--- config.mk ---
export PLATFORM = sky130hd
export DESIGN_NAME = bmbd_ctrl
export DESIGN_NICKNAME = d
export VERILOG_FILES = /design/src/hw/rtl/bmbd_pkg.sv /design/src/hw/rtl/bmbd_ctrl.sv
export SDC_FILE = /design/constraint.sdc
export NUM_CORES = 1
export LEC_CHECK = 0
export ABC_AREA = 0
export BUFFER_PORTS_ARGS = -buffer_cell sky130_fd_sc_hd__buf_2
export CAP_MARGIN = 5
export CORE_AREA = 5 5 42 44
export CTS_BUF_LIST = sky130_fd_sc_hd__clkbuf_4
export DETAILED_ROUTE_END_ITERATION = 8
export DIE_AREA = 0 0 47 49
export GPL_TIMING_DRIVEN = 0
export PLACE_DENSITY = 0.38
export SLEW_MARGIN = 25
export SYNTH_ARGS = -nofsm -noshare
export SYNTH_HDL_FRONTEND = slang
export SYNTH_SLANG_ARGS = --single-unit
--- constraint.sdc ---
create_clock -name clock -period 1.4 [get_ports clock]
set_clock_uncertainty 0.15 [all_clocks]
set_input_delay 0 -clock clock [delete_from_list [all_inputs] [get_ports clock]]
set_output_delay 0 -clock clock [all_outputs]
set_load 0.01 [all_outputs]
--- src/hw/rtl/bmbd_pkg.sv ---
`default_nettype none

package bmbd_pkg;

   localparam int MAX_BANKS_DEF   = 16;
   localparam int PLANE_BYTES_DEF = 65536;

   localparam int KIND_W   = 3;
   localparam int ADDR_W   = 16;
   localparam int DATA_W   = 8;
   localparam int ATTR_W   = 2;
   localparam int BANK_W   = 4;
   localparam int CARD_W   = 3;
   localparam int MODE_W   = 2;
   localparam int CSR_IDX_W = 2;
   localparam int CSR_DATA_W = 3;
   localparam int PAGES    = 256;
   localparam int PAGE_W   = 8;
   localparam int NBANK_W  = 5;

   localparam int REQ_TDATA_W = 32;
   localparam int RSP_TDATA_W = 16;

   localparam logic [KIND_W-1:0] KIND_MEM_RD   = 3'd0;
   localparam logic [KIND_W-1:0] KIND_MEM_WR   = 3'd1;
   localparam logic [KIND_W-1:0] KIND_IO_RD    = 3'd2;
   localparam logic [KIND_W-1:0] KIND_IO_WR    = 3'd3;
   localparam logic [KIND_W-1:0] KIND_SET_PAGE = 3'd4;
   localparam logic [KIND_W-1:0] KIND_RESET    = 3'd5;
   localparam logic [KIND_W-1:0] KIND_LOAD     = 3'd6;

   localparam logic [ATTR_W-1:0] PAGE_NONE = 2'd0;
   localparam logic [ATTR_W-1:0] PAGE_RAM  = 2'd1;
   localparam logic [ATTR_W-1:0] PAGE_ROM  = 2'd2;

   localparam logic [CARD_W-1:0] CARD_NONE = 3'd0;
   localparam logic [CARD_W-1:0] CARD_ERAM = 3'd1;
   localparam logic [CARD_W-1:0] CARD_VRAM = 3'd2;
   localparam logic [CARD_W-1:0] CARD_CRAM = 3'd3;
   localparam logic [CARD_W-1:0] CARD_HRAM = 3'd4;
   localparam logic [CARD_W-1:0] CARD_B810 = 3'd5;

   localparam logic [MODE_W-1:0] MODE_NEVER = 2'd0;
   localparam logic [MODE_W-1:0] MODE_READS = 2'd1;
   localparam logic [MODE_W-1:0] MODE_ALL   = 2'd2;

   localparam logic [CSR_IDX_W-1:0] CSR_CARD_TYPE = 2'd0;
   localparam logic [CSR_IDX_W-1:0] CSR_HONOR     = 2'd1;
   localparam logic [CSR_IDX_W-1:0] CSR_ASSERT    = 2'd2;

   localparam logic [DATA_W-1:0] VRAM_BIT6_MASK = 8'hBF;

   typedef struct packed {
      logic capture;
      logic divide;
      logic remainder;
      logic locate;
      logic access;
      logic finish;
   } cmd_type;

   typedef struct packed {
      logic out_free;
   } status_type;

   typedef struct packed {
      logic [DATA_W-1:0]  port_num;
      logic [NBANK_W-1:0] banks;
      logic               one_hot;
      logic [DATA_W-1:0]  mask;
      logic               has_port;
   } card_spec_type;

   function automatic card_spec_type card_spec_of(input logic [CARD_W-1:0] card);
      card_spec_type s;
      s = '{port_num: 8'h00, banks: 5'd1, one_hot: 1'b0, mask: 8'hFF, has_port: 1'b0};
      case (card)
         CARD_ERAM: s = '{port_num: 8'hFF, banks: 5'd8, one_hot: 1'b0, mask: 8'h07,
                          has_port: 1'b1};
         CARD_VRAM: s = '{port_num: 8'h40, banks: 5'd8, one_hot: 1'b1, mask: 8'hFF,
                          has_port: 1'b1};
         CARD_CRAM: s = '{port_num: 8'h40, banks: 5'd7, one_hot: 1'b1, mask: 8'h7F,
                          has_port: 1'b1};
         CARD_HRAM: s = '{port_num: 8'hC0, banks: 5'd16, one_hot: 1'b0, mask: 8'h0F,
                          has_port: 1'b1};
         CARD_B810: s = '{port_num: 8'h40, banks: 5'd16, one_hot: 1'b0, mask: 8'h0F,
                          has_port: 1'b1};
         default:   s = '{port_num: 8'h00, banks: 5'd1, one_hot: 1'b0, mask: 8'hFF,
                          has_port: 1'b0};
      endcase
      return s;
   endfunction

endpackage

`default_nettype wire

--- src/hw/rtl/bmbd_ctrl.sv ---
`default_nettype none

module bmbd_ctrl
   import bmbd_pkg::*;
(
   input  wire logic        clock,
   input  wire logic        reset,
   input  wire logic        req_tvalid,
   output logic             req_tready,
   input  wire status_type  status,
   output cmd_type          cmd
);

   localparam logic [2:0] S_IDLE   = 3'd0;
   localparam logic [2:0] S_DIV    = 3'd1;
   localparam logic [2:0] S_REM    = 3'd2;
   localparam logic [2:0] S_LOCATE = 3'd3;
   localparam logic [2:0] S_ACCESS = 3'd4;
   localparam logic [2:0] S_DONE   = 3'd5;

   logic [2:0] state_ff;
   logic [2:0] state_in;

   always_comb begin
      req_tready    = (state_ff == S_IDLE);
      cmd           = '0;
      state_in      = state_ff;
      case (state_ff)
         S_IDLE: begin
            if (req_tvalid) begin
               cmd.capture = 1'b1;
               state_in    = S_DIV;
            end
         end
         S_DIV: begin
            cmd.divide = 1'b1;
            state_in   = S_REM;
         end
         S_REM: begin
            cmd.remainder = 1'b1;
            state_in      = S_LOCATE;
         end
         S_LOCATE: begin
            cmd.locate = 1'b1;
            state_in   = S_ACCESS;
         end
         S_ACCESS: begin
            cmd.access = 1'b1;
            state_in   = S_DONE;
         end
         S_DONE: begin
            if (status.out_free) begin
               cmd.finish = 1'b1;
               state_in   = S_IDLE;
            end
         end
         default: begin
            state_in = S_IDLE;
         end
      endcase
   end

   always_ff @(posedge clock) begin
      if (reset) begin
         state_ff <= S_IDLE;
      end else begin
         state_ff <= state_in;
      end
   end

endmodule

`default_nettype wire

== Yosys cells after proc, flatten, opt, wreduce, memory -nomap -nowiden ==
Cells that the tools add are included.
Word-level totals
  latch bits: 0
  memories: 0
  memory bits (writable): 0
  ROM bits: 0
  word-level logic and storage cells: 21
  register bits after elaboration: 3
Cells by class
  add/sub/neg operators: 0
  mux-type cells: 11
  multipliers: 0
  reduce and logical (&&, ||, !) cells: 2
  bitwise gates (word level): 0
  $lt $le $gt $ge: 0
  shift operators: 0
  div/mod/pow operators: 0
  eq/ne operators: 7
Operator list (number)
  $pmux W3 S6: 1
  $mux W1: 8
  $eq A3 B2 Y1 const B: 2
  $eq A3 B3 Y1 const B: 2
  $mux W3: 2
  $ne A2 B2 Y1 const B: 2
  $eq A3 B1 Y1 const B: 1
  $logic_not A3 Y1: 1
  $reduce_and A2 Y1: 1

== Logic depth before layout (Yosys ltp) ==
  word-level depth: 3
  gate-level depth with buffers: 4

== Worst setup path after synthesis ==
Ideal clock, no wire load.
  path kind: reg-to-reg
  start: register state_ff[1]
  end: register state_ff[2]
  stages on the path, launching flop included: 5
  arrival time: 0.820 ns
  path buffers: 1
  path slack: 0.315 ns
  library setup time: 0.115 ns
  period minus slack after synthesis: 1.085 ns
  cells stage by stage: dfxtp_1 -> buf_6 -> and3b_2 -> a31oi_1 -> nor2_1
Between the ends
  longest elaborated chain between the ends: 3
Ends and longest elaborated chain
  start, declared: RTL line bmbd_ctrl.sv:21  | logic [2:0] state_ff;
  start signal, assigned: RTL line bmbd_ctrl.sv:67  | state_ff <= state_in;
  $eq A3 B3 Y1 or $logic_not A3 Y1 (tied branches): RTL line bmbd_ctrl.sv:28  | case (state_ff)
  $ne A2 B2 Y1 (no line)
  $reduce_and A2 Y1 (no line)
Several ways; a longest one is shown, not always the timed one.
A chain may end at the register's enable or synchronous reset.

==> impl_summary.md <==
Final layout
The multi-input gate area in the final layout is 120 um2. The layout filler cell count is 168. Cells fill 25.1% of the core in the end.

Compared with the post-synthesis result, the final layout area differs by 58.8%. After the last flow step, the layout net total stands at 45. The number of antenna diodes in the final layout is 0. The flip-flop count of the largest register, all copies and words added is 3. The register with the most flip-flops is state_ff. The fraction of final layout cells sized beyond drive strength 1 is 52.5%. In the final layout, the registers with the most flip-flops are state_ff x3. The area taken by flip-flops and latches is 60.1 um2.

Logic synthesis
Of the total synthesized cell area, the portion taken by AND, OR, NAND and NOR gates is 32.2%. The synthesized netlist devotes 3.95% of its cell area to XOR and XNOR gates. In the synthesized netlist, mux cells make up 0% of the area. The gate count of the mapped netlist is 23.

Summing every instance area after synthesis gives 221 um2. Sorting the synthesized cells by how often they occur yields buf_6 (3), dfxtp_1 (3), nor3_1 (3), nor3b_1 (3), inv_1 (2). By area the synthesized netlist is led by dfxtp_1 (27%), buf_6 (15%), nor3b_1 (10%).

The predominant post-synthesis flop cell is dfxtp_1. The synthesized design devotes to its leading area cell type 27.1% of total area. The flop and latch count out of synthesis is 3. After synthesis, the largest family of logic cells by area is simple AND/OR/NAND/NOR gates.

The synthesized design spends more area on one cell type than any other, namely dfxtp_1. After Yosys synthesis, full adders, half adders and majority gates account for 0% of the synthesized area. The number of nets in the synthesized netlist is 27. The post-synthesis average cell area is 9.63 um2. The synthesized netlist devotes 18.1% of its cell area to compound gates. During synthesis, Yosys emitted a total of 0 warnings. The number of distinct library cell variants in the gate-level netlist after synthesis is 14.

The share of flip-flops with an asynchronous set or reset after synthesis is 0%. The sequential share of the synthesized area is 27.1%. Yosys mapped a number of flops with a built-in enable equal to 0.

Critical path
The worst setup path is captured at a primary output. The critical register-to-register path startpoint is state_ff[1]. The cell at the slowest stage of the critical path is dfxtp_1. Walking the worst path, the cells encountered are buf_6, nor3_2, and2_1, buf_2. On the worst path, the slowest cell contributes a delay of 0.30 ns. The critical path is of the register to primary output type. The endpoint of the lowest-slack register-to-register path is state_ff[2]. The depth of the most critical reg-to-reg path is 4. The top fanout value on the critical path is 9. Across all register-to-register paths, the minimum setup slack is 0.30 ns. The critical path launch point type is a register. The worst path required time is 1.25 ns. The arrival time at the worst endpoint is 1.11 ns.

Floorplan
The initial utilization of the core area, before any placement, comes to 15.8%. Measured along the x axis, the die boundary spans 47 um. The count of boundary I/O pins is 11. The core box area is 0.00140 mm2.

Measured along the y axis, the die boundary spans 49 um. After floorplanning, the core was divided into 14 placement rows. The floorplan step defined a die boundary enclosing 0.00230 mm2.

Clocking
The clock net in this run drives a total of 3 sinks. Once the clock tree was built, the setup fixing pass inserted 0 buffers. TritonCTS created 3 clock buffers. After clock tree synthesis, the clock-pin slew on the worst setup and hold paths is 0.04 ns. The library cell used as clock root buffer is clkbuf_4. The later pin in the worst-skew pair is clocked with a latency of 0.23 ns. The number of resized instances in the post-cts repair step is 0. Hold repair after CTS inserted 3 buffers. The clock tree from TritonCTS is yes. The CTS H-tree depth is 1. The longest clock path from root to sink contains 2 buffers.

Routing
The post-route DRC violation count is 0. The final antenna-violating net count is 0. The via total after detailed routing is 214. In the routed layout, each cell is associated on average with a via count of 3.82.

For this block, the routed nets add up to 525 um of wire. After detailed routing, the average wire length per cell comes to 9.38 um. The number of detailed-routing iterations run before antenna repair is 4. The first routing iteration left 7 violations.

Min path
The hold path startpoint is reset. The min-delay analysis places its worst path in the category input port to register. Counting instances, the worst hold path has a depth of 3. The path with the worst hold slack has its endpoint at state_ff[2].

Run status
The flow ran to the end, and the final reports show no timing, DRC or antenna violations.

Timing
Static timing analysis puts the maximum clock frequency at 0.793 GHz. The final hold violation count was 0. The final worst-path cycle share is 90.0%. The sum of negative setup slack is 0 ns. The transition time of the tightest slew-check pin is 0.248 ns. Headroom to the max-slew limit came out at 83.4%.

Setup repair after global routing left no endpoint under its margin. The max-slew violation count came to 0. For the finished layout, the period the worst path requires is 1.26 ns. Setup violations remaining at the end of the flow were counted as 0.

Power and ir drop
In this run switching power makes up 27.7% of total power. Summed over all cells, the static leakage comes to 0.160 nW. The power per unit of standard cell area is 1140 mW/mm2. The part of the total power dissipated in the clock network is 42.8%. The combinational group share of total power is 32.3%.

Sequential cells account for 24.8% of the total power. Across the VDD grid, the largest voltage drop is 0.327 mV. Cell internal power was estimated by the tool at 289 uW. For this design the total switching power over the nets is 111 uW.

Global routing
The number of global-route vias before repair is 212. The number of antenna violations at the first check in global routing is 0. The maximum number of pins on one net before global-route repair is 11. For this run the aggregate overflow at the end of global routing stands at 0. The first global-routing pass estimated 979 um of wire. In the global route stage, overall resource usage came out at 6.19%.

Placement
Routability-driven placement finished with a final weighted congestion of 0.684. Detailed placement finished with a half-perimeter wire length of 384 um. The number of port buffers is 10.

Flow run
The number of violations of the max-capacitance limit is 0.
area by class of cell:
| type | instances | share of cell area, % |
|---|---|---|
| Sequential cell | 3 | 17.1 |
| Timing Repair Buffer | 13 | 22.8 |
| Tap cell | 16 | 5.69 |
| Clock buffer | 4 | 8.54 |
| Multi-Input combinational cell | 15 | 34.2 |
| Inverter | 2 | 2.14 |
| Buffer | 3 | 9.61 |
power by group through the flow:
stage | registers [mW] | clock network (mW) | logic (mW)
4_1_cts | 0.0994 | 0.179 | 0.132
5_1_grt | 0.100 | 0.188 | 0.143
3_3_place_gp | 0.0998 | 0 | 0.125
2_1_floorplan | 0.0996 | 0 | 0.0902
3_5_place_dp | 0.101 | 0 | 0.125
6_report | 0.0992 | 0.171 | 0.129
layout by cell type, fill, tap and decap left out, drive strengths merged:
master,Yosys,routed
inv,2,2
and2,1,1
nor3,4,4
nand2,1,1
dlygate4sd3,0,3
a31oi,1,1
and3b,1,1
nor2,1,1
dfxtp,3,3
buf,3,13
clkbuf,0,4
nor3b,3,3
a21boi,1,1
a2111oi,1,1
xnor2,1,1
through the flow:
step                      area (um2)  hold WS [ns]  cells  setup WS, ns  power, mW
final                            352         0.374     56         0.139      0.399
after global routing             352         0.398     56        0.0430      0.432
after global placement           292        0.0664     49         0.318      0.225
after floorplan                  221       -0.0776     23         0.315      0.190
after CTS                        352         0.356     56         0.114      0.410
after detailed placement         292        0.0701     49         0.311      0.225
worst max-delay path: cells and delay by family, from the launching register on:
| kind | cells | cell delay (ns) |
|---|---|---|
| buffers and inverters | 2 | 0.25 |
| DFF | 1 | 0.30 |
| and+or+nand+nor | 2 | 0.32 |
worst max-delay path by stage:
| stage | from | endpoint | slack [ns] | cells after the start |
|---|---|---|---|---|
| finish | state_ff[1] | cmd[5] | 0.14 | 4 |
| global route | state_ff[1] | cmd[5] | 0.04 | 4 |
| CTS | state_ff[1] | cmd[5] | 0.11 | 4 |
| detailed placement | state_ff[1] | state_ff[2] | 0.31 | 4 |
| global placement | state_ff[1] | state_ff[2] | 0.32 | 4 |
| floorplan | state_ff[1] | state_ff[2] | 0.31 | 4 |
kinds of logic (layout without fill, tap and decap cells):
logic type	Yosys count	count (layout)
simple gates	11	11
compound gates	3	3
xor+xnor	1	1
flops	3	3
buf+inv	5	22
layer usage:
layer	vias up	global-route usage (%)	share of wire, %
met2	8	7.01	45
met1	89	7.68	46
li1	115	-	-
met4	0	6.91	5.0
met3	2	2.58	3.8
met5	-	0	0
(Power assumes the default switching activity.)
